File: config.mk
export PLATFORM = sky130hd
export DESIGN_NAME = kle_ctrl
export DESIGN_NICKNAME = d
export VERILOG_FILES = /design/src/sv/kle_pkg.sv /design/src/sv/kle_ctrl.sv
export SDC_FILE = /design/constraint.sdc
export NUM_CORES = 1
export LEC_CHECK = 0
export BUFFER_PORTS_ARGS = -buffer_cell sky130_fd_sc_hd__buf_2
export CORE_MARGIN = 2
export CORE_UTILIZATION = 44
export CTS_CLUSTER_DIAMETER = 50
export DETAILED_ROUTE_END_ITERATION = 12
export MAX_ROUTING_LAYER = met4
export PLACE_DENSITY = 0.72
export SETUP_SLACK_MARGIN = 0.4
export SLEW_MARGIN = 0
export SYNTH_ARGS = -nofsm -noshare
export SYNTH_HDL_FRONTEND = slang
export SYNTH_SLANG_ARGS = --single-unit
File: constraint.sdc
create_clock -name clk_i -period 2.6 [get_ports clk_i]
set_input_delay 0.39 -clock clk_i [delete_from_list [all_inputs] [get_ports clk_i]]
set_output_delay 0.39 -clock clk_i [all_outputs]
set_load 0.005 [all_outputs]
File: src/sv/kle_pkg.sv
`timescale 1ns / 1ps
`default_nettype none
package kle_pkg;

  typedef enum logic [1:0] {
    FUNC_LOAD_KEY    = 2'd0,
    FUNC_LOAD_PERIOD = 2'd1,
    FUNC_STEP        = 2'd2,
    FUNC_CLEAR       = 2'd3
  } func_e;

  localparam int unsigned CFG_OBJECT_ID   = 0;
  localparam int unsigned CFG_TIMER_START = 1;
  localparam int unsigned CfgIdxW         = 1;

  localparam int unsigned TimeW = 32;
  localparam int unsigned PosW  = 32;
  localparam int unsigned ObjW  = 16;
  localparam int unsigned FracW = 16;

  // controller -> datapath commands
  typedef struct packed {
    logic load_item;    // capture input item and apply step to timer
    logic clear;        // empty both tables and reload timer
    logic per_rd;       // issue period read at scan index
    logic per_chk;      // check returned period entry
    logic key_rd;       // issue keyframe time read at scan index
    logic key_chk;      // compare returned keyframe time
    logic scan_rst;     // reset scan index
    logic scan_inc;     // advance scan index
    logic pos1_rd;      // read position of lower keyframe
    logic pos2_rd;      // read position of upper keyframe
    logic pos_cap1;     // capture lower position
    logic pos_cap2;     // capture upper position
    logic div_start;
    logic div_step;
    logic mul_axis;     // multiply one axis
    logic res_load;     // load output register
  } cmd_t;

  typedef struct packed {
    logic per_done;     // scan index reached period count
    logic key_done;     // scan index reached key count
    logic in_period;
    logic bracket;
    logic div_done;
    logic axis_done;
  } sts_t;

endpackage
`default_nettype wire

File: src/sv/kle_ctrl.sv
`timescale 1ns / 1ps
`default_nettype none
module kle_ctrl (
  input  wire                 clk_i,
  input  wire                 rst_ni,
  input  wire                 in_valid_i,
  input  wire  [1:0]          func_i,
  output logic                in_ready_o,
  output logic                out_valid_o,
  input  wire                 out_ready_i,
  output kle_pkg::cmd_t       cmd_o,
  input  wire  kle_pkg::sts_t sts_i
);
  import kle_pkg::*;

  typedef enum logic [10:0] {
    S_IDLE   = 11'b00000000001,
    S_PSCAN  = 11'b00000000010,
    S_PLAST  = 11'b00000000100,
    S_KSCAN  = 11'b00000001000,
    S_KLAST  = 11'b00000010000,
    S_POS1   = 11'b00000100000,
    S_POS2   = 11'b00001000000,
    S_DIV    = 11'b00010000000,
    S_MUL    = 11'b00100000000,
    S_RES    = 11'b01000000000,
    S_OUT    = 11'b10000000000
  } state_e;

  state_e state_q, state_d;
  logic   out_valid_q, out_valid_d;
  logic   pchk_q, pchk_d, kchk_q, kchk_d;
  logic   [1:0] pos_ph_q, pos_ph_d;

  assign in_ready_o  = (state_q == S_IDLE) && !out_valid_q;
  assign out_valid_o = out_valid_q;

  always_comb begin
    state_d     = state_q;
    out_valid_d = out_valid_q && !out_ready_i;
    pchk_d      = 1'b0;
    kchk_d      = 1'b0;
    pos_ph_d    = pos_ph_q;
    cmd_o       = '0;
    cmd_o.per_chk = pchk_q;
    cmd_o.key_chk = kchk_q;
    case (state_q)
      S_IDLE: begin
        if (in_valid_i && in_ready_o) begin
          cmd_o.load_item = 1'b1;
          cmd_o.clear     = (func_i == FUNC_CLEAR);
          if (func_i == FUNC_STEP) begin
            cmd_o.scan_rst = 1'b1;
            state_d = S_PSCAN;
          end
        end
      end
      S_PSCAN: begin
        if (sts_i.per_done) state_d = S_PLAST;
        else begin
          cmd_o.per_rd   = 1'b1;
          cmd_o.scan_inc = 1'b1;
          pchk_d         = 1'b1;
        end
      end
      S_PLAST: begin
        // wait for the last check to settle
        if (!pchk_q) begin
          if (sts_i.in_period) begin
            cmd_o.scan_rst = 1'b1;
            cmd_o.key_rd   = 1'b1;
            state_d        = S_KSCAN;
          end else state_d = S_IDLE;
        end
      end
      S_KSCAN: begin
        if (sts_i.key_done) state_d = S_KLAST;
        else begin
          cmd_o.key_rd   = 1'b1;
          cmd_o.scan_inc = 1'b1;
          kchk_d         = 1'b1;
        end
      end
      S_KLAST: begin
        if (!kchk_q) begin
          if (sts_i.bracket) begin
            pos_ph_d = '0;
            state_d  = S_POS1;
          end else state_d = S_RES;
        end
      end
      S_POS1: begin
        pos_ph_d = pos_ph_q + 1'b1;
        case (pos_ph_q)
          2'd0: cmd_o.pos1_rd = 1'b1;
          2'd1: begin
            cmd_o.pos_cap1 = 1'b1;
            cmd_o.pos2_rd  = 1'b1;
            state_d        = S_POS2;
          end
          default: ;
        endcase
      end
      S_POS2: begin
        cmd_o.pos_cap2  = 1'b1;
        cmd_o.div_start = 1'b1;
        state_d         = S_DIV;
      end
      S_DIV: begin
        if (sts_i.div_done) state_d = S_MUL;
        else cmd_o.div_step = 1'b1;
      end
      S_MUL: begin
        cmd_o.mul_axis = 1'b1;
        if (sts_i.axis_done) state_d = S_RES;
      end
      S_RES: begin
        cmd_o.res_load = 1'b1;
        out_valid_d    = 1'b1;
        state_d        = S_OUT;
      end
      S_OUT: begin
        if (!out_valid_q || out_ready_i) state_d = S_IDLE;
      end
      default: state_d = S_IDLE;
    endcase
  end

  always_ff @(posedge clk_i or negedge rst_ni) begin
    if (!rst_ni) begin
      state_q     <= S_IDLE;
      out_valid_q <= 1'b0;
      pchk_q      <= 1'b0;
      kchk_q      <= 1'b0;
      pos_ph_q    <= '0;
    end else begin
      state_q     <= state_d;
      out_valid_q <= out_valid_d;
      pchk_q      <= pchk_d;
      kchk_q      <= kchk_d;
      pos_ph_q    <= pos_ph_d;
    end
  end

endmodule
`default_nettype wire

== After elaboration in Yosys (flattened, before gate mapping) ==
Index checks and enable logic that the tools add are counted.
Widths: inputs -> output; s select.
Word-level totals
  bits in registers: 16
  bits in latches: 0
  bits in writable memories: 0
  ROM bits: 0
  memories kept: 0
Operators by class
  add/subtract/negate cells: 1
  $mul: 0
  div/mod/pow operators: 0
  magnitude comparators: 0
  equality and inequality tests: 25
  shift-type cells: 0
  multiplexer cells: 38
  bitwise gates (word level): 0
  reduce and logical (&&, ||, !) cells: 10
Operators with widths (number)
  $pmux 11 s11: 1
  $mux 11: 10
  $ne 2x2->1 const B: 8
  $mux 1: 14
  $mux 2: 6
  $eq 11x1->1 const B: 1
  $eq 11x10->1 const B: 1
  $eq 11x11->1 const B: 1
  $eq 11x2->1 const B: 1
  $eq 11x3->1 const B: 1
  $eq 11x4->1 const B: 1
  $eq 11x5->1 const B: 1
  $eq 11x6->1 const B: 1
  $eq 11x7->1 const B: 1
  $eq 11x8->1 const B: 1
  $eq 11x9->1 const B: 1
  $mux 10: 1
  $reduce_and 10->1: 1
  $ne 2x1->1 const B: 3
  $pmux 1 s2: 3
  $eq 2x2->1 const B: 2
  $mux 4: 1
  $pmux 2 s2: 1
  $logic_and 1x1->1: 3
  other kinds (8): 9

== Longest topological paths before layout ==
  depth in word-level cells: 5
  depth in mapped cells: 7
  depth with buffers taken out: 7

== Least setup slack after synthesis ==
OpenSTA, ideal clock, no wires.
  kind: register to output
  start point: register state_q[4]
  end point: output port cmd_o[13] in the netlist's numbering
  data arrival time: 2.181 ns
  setup slack: 0.029 ns
  stages on the path, launching flop included: 7
  path through: dfrtp_1 buf_6 or4_4 or4_4 or3b_2 nor2_1 buf_4
On the way
  cells in the longest elaborated chain, start to end: 2
RTL lines
  start, declared: line kle_ctrl.sv:30  | state_e state_q, state_d;
  start signal, assigned: line kle_ctrl.sv:137  | state_q <= state_d;
  $eq 11x2->1
  $mux 1
  end, declared: line kle_ctrl.sv:11  | output kle_pkg::cmd_t cmd_o,
Every way passes these cells.

==> results.txt <==
The clock passes through at most 2 buffers. Dividing the detail-routed wire length by the instance count gives 15.3 µm. Across every metal layer, demand over resource in global routing totals 0.239. The final critical-path share of the clock period came out at 1.05. The cell with the largest stage delay on the worst path is or4_4. The clock buffer count from CTS came out at 3. The clock slew seen by the registers of the worst setup and hold paths came out at 0.10 ns. In the routed design, unresolved DRC markers number 0. Buffers placed on the I/O ports in this run total 29. The start-to-end type of the worst setup path is reg -> out. The biggest cell delay along the critical path is 0.53 ns. Walking the worst path, the cells encountered are or4_4, or4_4, or2_4, nor3b_2, and3_1, buf_2.

In the post-synthesis netlist, the biggest area contributors are dfrtp_1, inv_1, buf_4, nand4_1, nor2_1. The count of yosys warnings during synthesis is 0. The worst slack on hold paths is -0.00377 ns. The analysis attributes to cell leakage a power of 0.777 nW. The remaining global-route overflow is 0. The total power per unit cell area is 450 mW/mm². The total wire length is just over 3 mm.

0 antenna diodes ended up in the layout. Data arrives at the worst endpoint at 2.34 ns. The die outline area came out at 0.00304 mm². The highest fanout seen on the critical path came out at 3.

Of all cell types, the one taking the most synthesized area is dfrtp_1. TritonCTS built the clock tree. When the netlist entered floorplanning its net count stood at 148. The pin count of the biggest net entering global routing is 17. Across all setup checks in the final design, the least slack found is -0.128 ns. For the finished layout, the period the worst path requires is 2.73 ns. IR analysis of the VDD net gives a maximum drop of 0.436 mV. The final RePlAce weighted congestion came out at 0.935.

After legalization and detailed placement, the total HPWL measured around 2.2 mm. The post-layout instance area is roughly 0.0015 mm². The net count reported at finish came out at 187. The floorplan step set the die height to 55.1 µm. STA classifies the critical path endpoint as a primary output. Derived from the worst setup path, the maximum achievable clock frequency is around 0.37 GHz.

The clock tree root driver cell is clkbuf_4. In this run, synthesis produced a sequential element count of 16. The final number of max-transition violations came out at 0.

The effective utilization at floorplan came out at 0.464. The number of failing setup endpoints in the final timing report is 4. The count of unique library cells instantiated by Yosys is 46.

The maximum level of the CTS H-tree came out at 1. The initial DRC count is between 50 and 60. The initial antenna violation count was 0. The first detailed-routing pass ran for 4 iterations. Summing every instance area after synthesis gives 0.00115 mm². The hold violation count in the final report came out at 15. The number of placement rows came out at 18. The via count of the routed design came out at between 1000 and 1500. The quantity of hold-fixing buffers added after cts came out at 0.

The core utilization of the finished layout came out at 0.625. The cell repeated most along the worst path is or4_4. The library cell used most frequently in the layout, excluding fill and tap cells, is buf_2. The worst setup path is launched from a flop. The remaining antenna violation count after routing is 0. The min-delay analysis places its worst path in the category in -> async. The instance area at placement came out at 0.00134 mm². The number of clock sinks came out at 16. The via count of the first global-routing pass is roughly 1100. Max-cap violations in this run came to 0. The die is 55.1 µm wide. The aggregate negative setup slack came out at -0.263 ns. The final reports fail on hold timing, setup timing. The first global-routing pass estimated 4.93 mm of wire. The vias per cell is 5.96. The worst slack at placement is 0.149 ns. The tightest slew margin relative to the limit came out at 0.654. The count of mapped cells out of synthesis is 134. During I/O placement, the number of pins put on the boundary was 30.

For the pin with the worst max-slew slack, the measured transition is ~0.51 ns. The synthesized area per cell is around 8.6 µm². The clock network latency to the later pin of the worst-skew pair came out at approximately 0.29 ns. The flow ran to the end, but the final reports show violations.

Setup repair after global routing could not meet its margin everywhere. The top cell type's share of synthesized area is 0.326. The area growth from synthesis to layout is 34.6%. The region available for standard cell placement spans 0.00248 mm². The library cells used most frequently in the layout, excluding fill and tap cells, are buf_2, buf_4, dfrtp_1, inv_1, nor2_1. The required time of the critical path is 2.21 ns. The share of the yosys chip area belonging to registers came out at 0.349. For the final database, setup skew stands at 0.000897 ns. The share of post-route cells with drive strength above 1 came out at 0.430.
[worst paths after layout]
path | startpoint | end | slack [ns] | depth (start not counted)
max in group asynchronous | rst_ni | state_q[0] | 2.29 | 1
hold / removal | rst_ni | state_q[10] | -0.004 | 1
hold reg to reg | kchk_q | state_q[4] | 0.51 | 2
setup / recovery | state_q[4] | cmd_o[14] | -0.13 | 6
min in group clk_i | sts_i[5] | pchk_q | 0.27 | 2
setup reg to reg | state_q[2] | pos_ph_q[0] | 0.51 | 5
[routing by layer]
metal,wire length [µm],part of all wire,track usage,vias up
li1,-,-,-,558
met4,63,0.020,0.102,0
met3,239,0.077,0.0376,12
met5,0,0,-,-
met1,1280,0.41,0.305,573
met2,1520,0.49,0.377,60
[per-stage QoR]
step                      cells  power [mW]
after floorplan             134       0.397
after global placement      191       0.465
after detailed placement    191       0.464
after CTS                   201       0.681
after global routing        202       0.731
final                       202       0.696
[worst max-delay path, delay by kind of cell (launching register included)]
kind                   cells  cell delay, ns
buffers and inverters      1            0.10
and+or+nand+nor            5            1.55
DFF                        1            0.39
[cells in the mapped netlist, drive strengths merged]
| cell type | n |
|---|---|
| buf | 8 |
| a21oi | 4 |
| dfstp | 1 |
| and3 | 2 |
| o41a | 1 |
| or3b | 1 |
| a21o | 2 |
| clkbuf | 5 |
| nand2 | 4 |
| and2 | 3 |
| dfrtp | 15 |
| or2b | 2 |
| nor3 | 4 |
| inv | 11 |
| xor2 | 2 |
| or3 | 2 |
| nand4 | 6 |
| or2 | 2 |
| a22o | 1 |
| nand2b | 3 |
| nor2 | 10 |
| nor3b | 4 |
| ha | 2 |
| a211oi | 1 |
| a2111oi | 1 |
| or4 | 5 |
| mux2 | 1 |
| nor4 | 6 |
| nor2b | 3 |
| nand4b | 1 |
| o2bb2ai | 1 |
| nand3b | 1 |
| a31oi | 1 |
| nor4bb | 2 |
| nor4b | 3 |
| o22ai | 1 |
| o21ai | 8 |
| o21bai | 1 |
| nand3 | 1 |
| o211ai | 2 |
[flip-flops by register name, summed over array words and instances, names as in the netlist]
signal and cells:
state_q 11, pos_ph_q 2, kchk_q 1, out_valid_o 1, pchk_q 1
[cells by family (layout without fill, tap and decap cells)]
kind of cell | Yosys count | after routing | synth area share
compound gates | 24 | 24 | 0.135
xor+xnor | 2 | 2 | 0.0152
fa+ha+maj | 2 | 2 | 0.0218
buf+inv | 24 | 62 | 0.108
flops | 16 | 16 | 0.349
mux | 1 | 1 | 0.00979
simple gates | 65 | 65 | 0.361
[what timing repair did]
action                                  CTS  global route
pin swaps                                 4             2
endpoints found under the setup margin   12            17
buffers inserted                          6             1
resized for setup                        17             9
[where the power goes]
part	internal (mW)	switching, mW
combinational	0.123	0.129
clock	0.0855	0.0850
sequential	0.264	0.00988
[layout make-up]
| class | instances | area, µm² |
|---|---|---|
| Clock buffer | 4 | 36.3 |
| Multi-Input combinational cell | 94 | 722 |
| Inverter | 11 | 41.3 |
| Tap cell | 30 | 37.5 |
| Sequential cell | 16 | 404 |
| Fill cell | 208 | 930 |
| Timing Repair Buffer | 47 | 307 |
No activity file was read; power rests on OpenSTA's default activity.
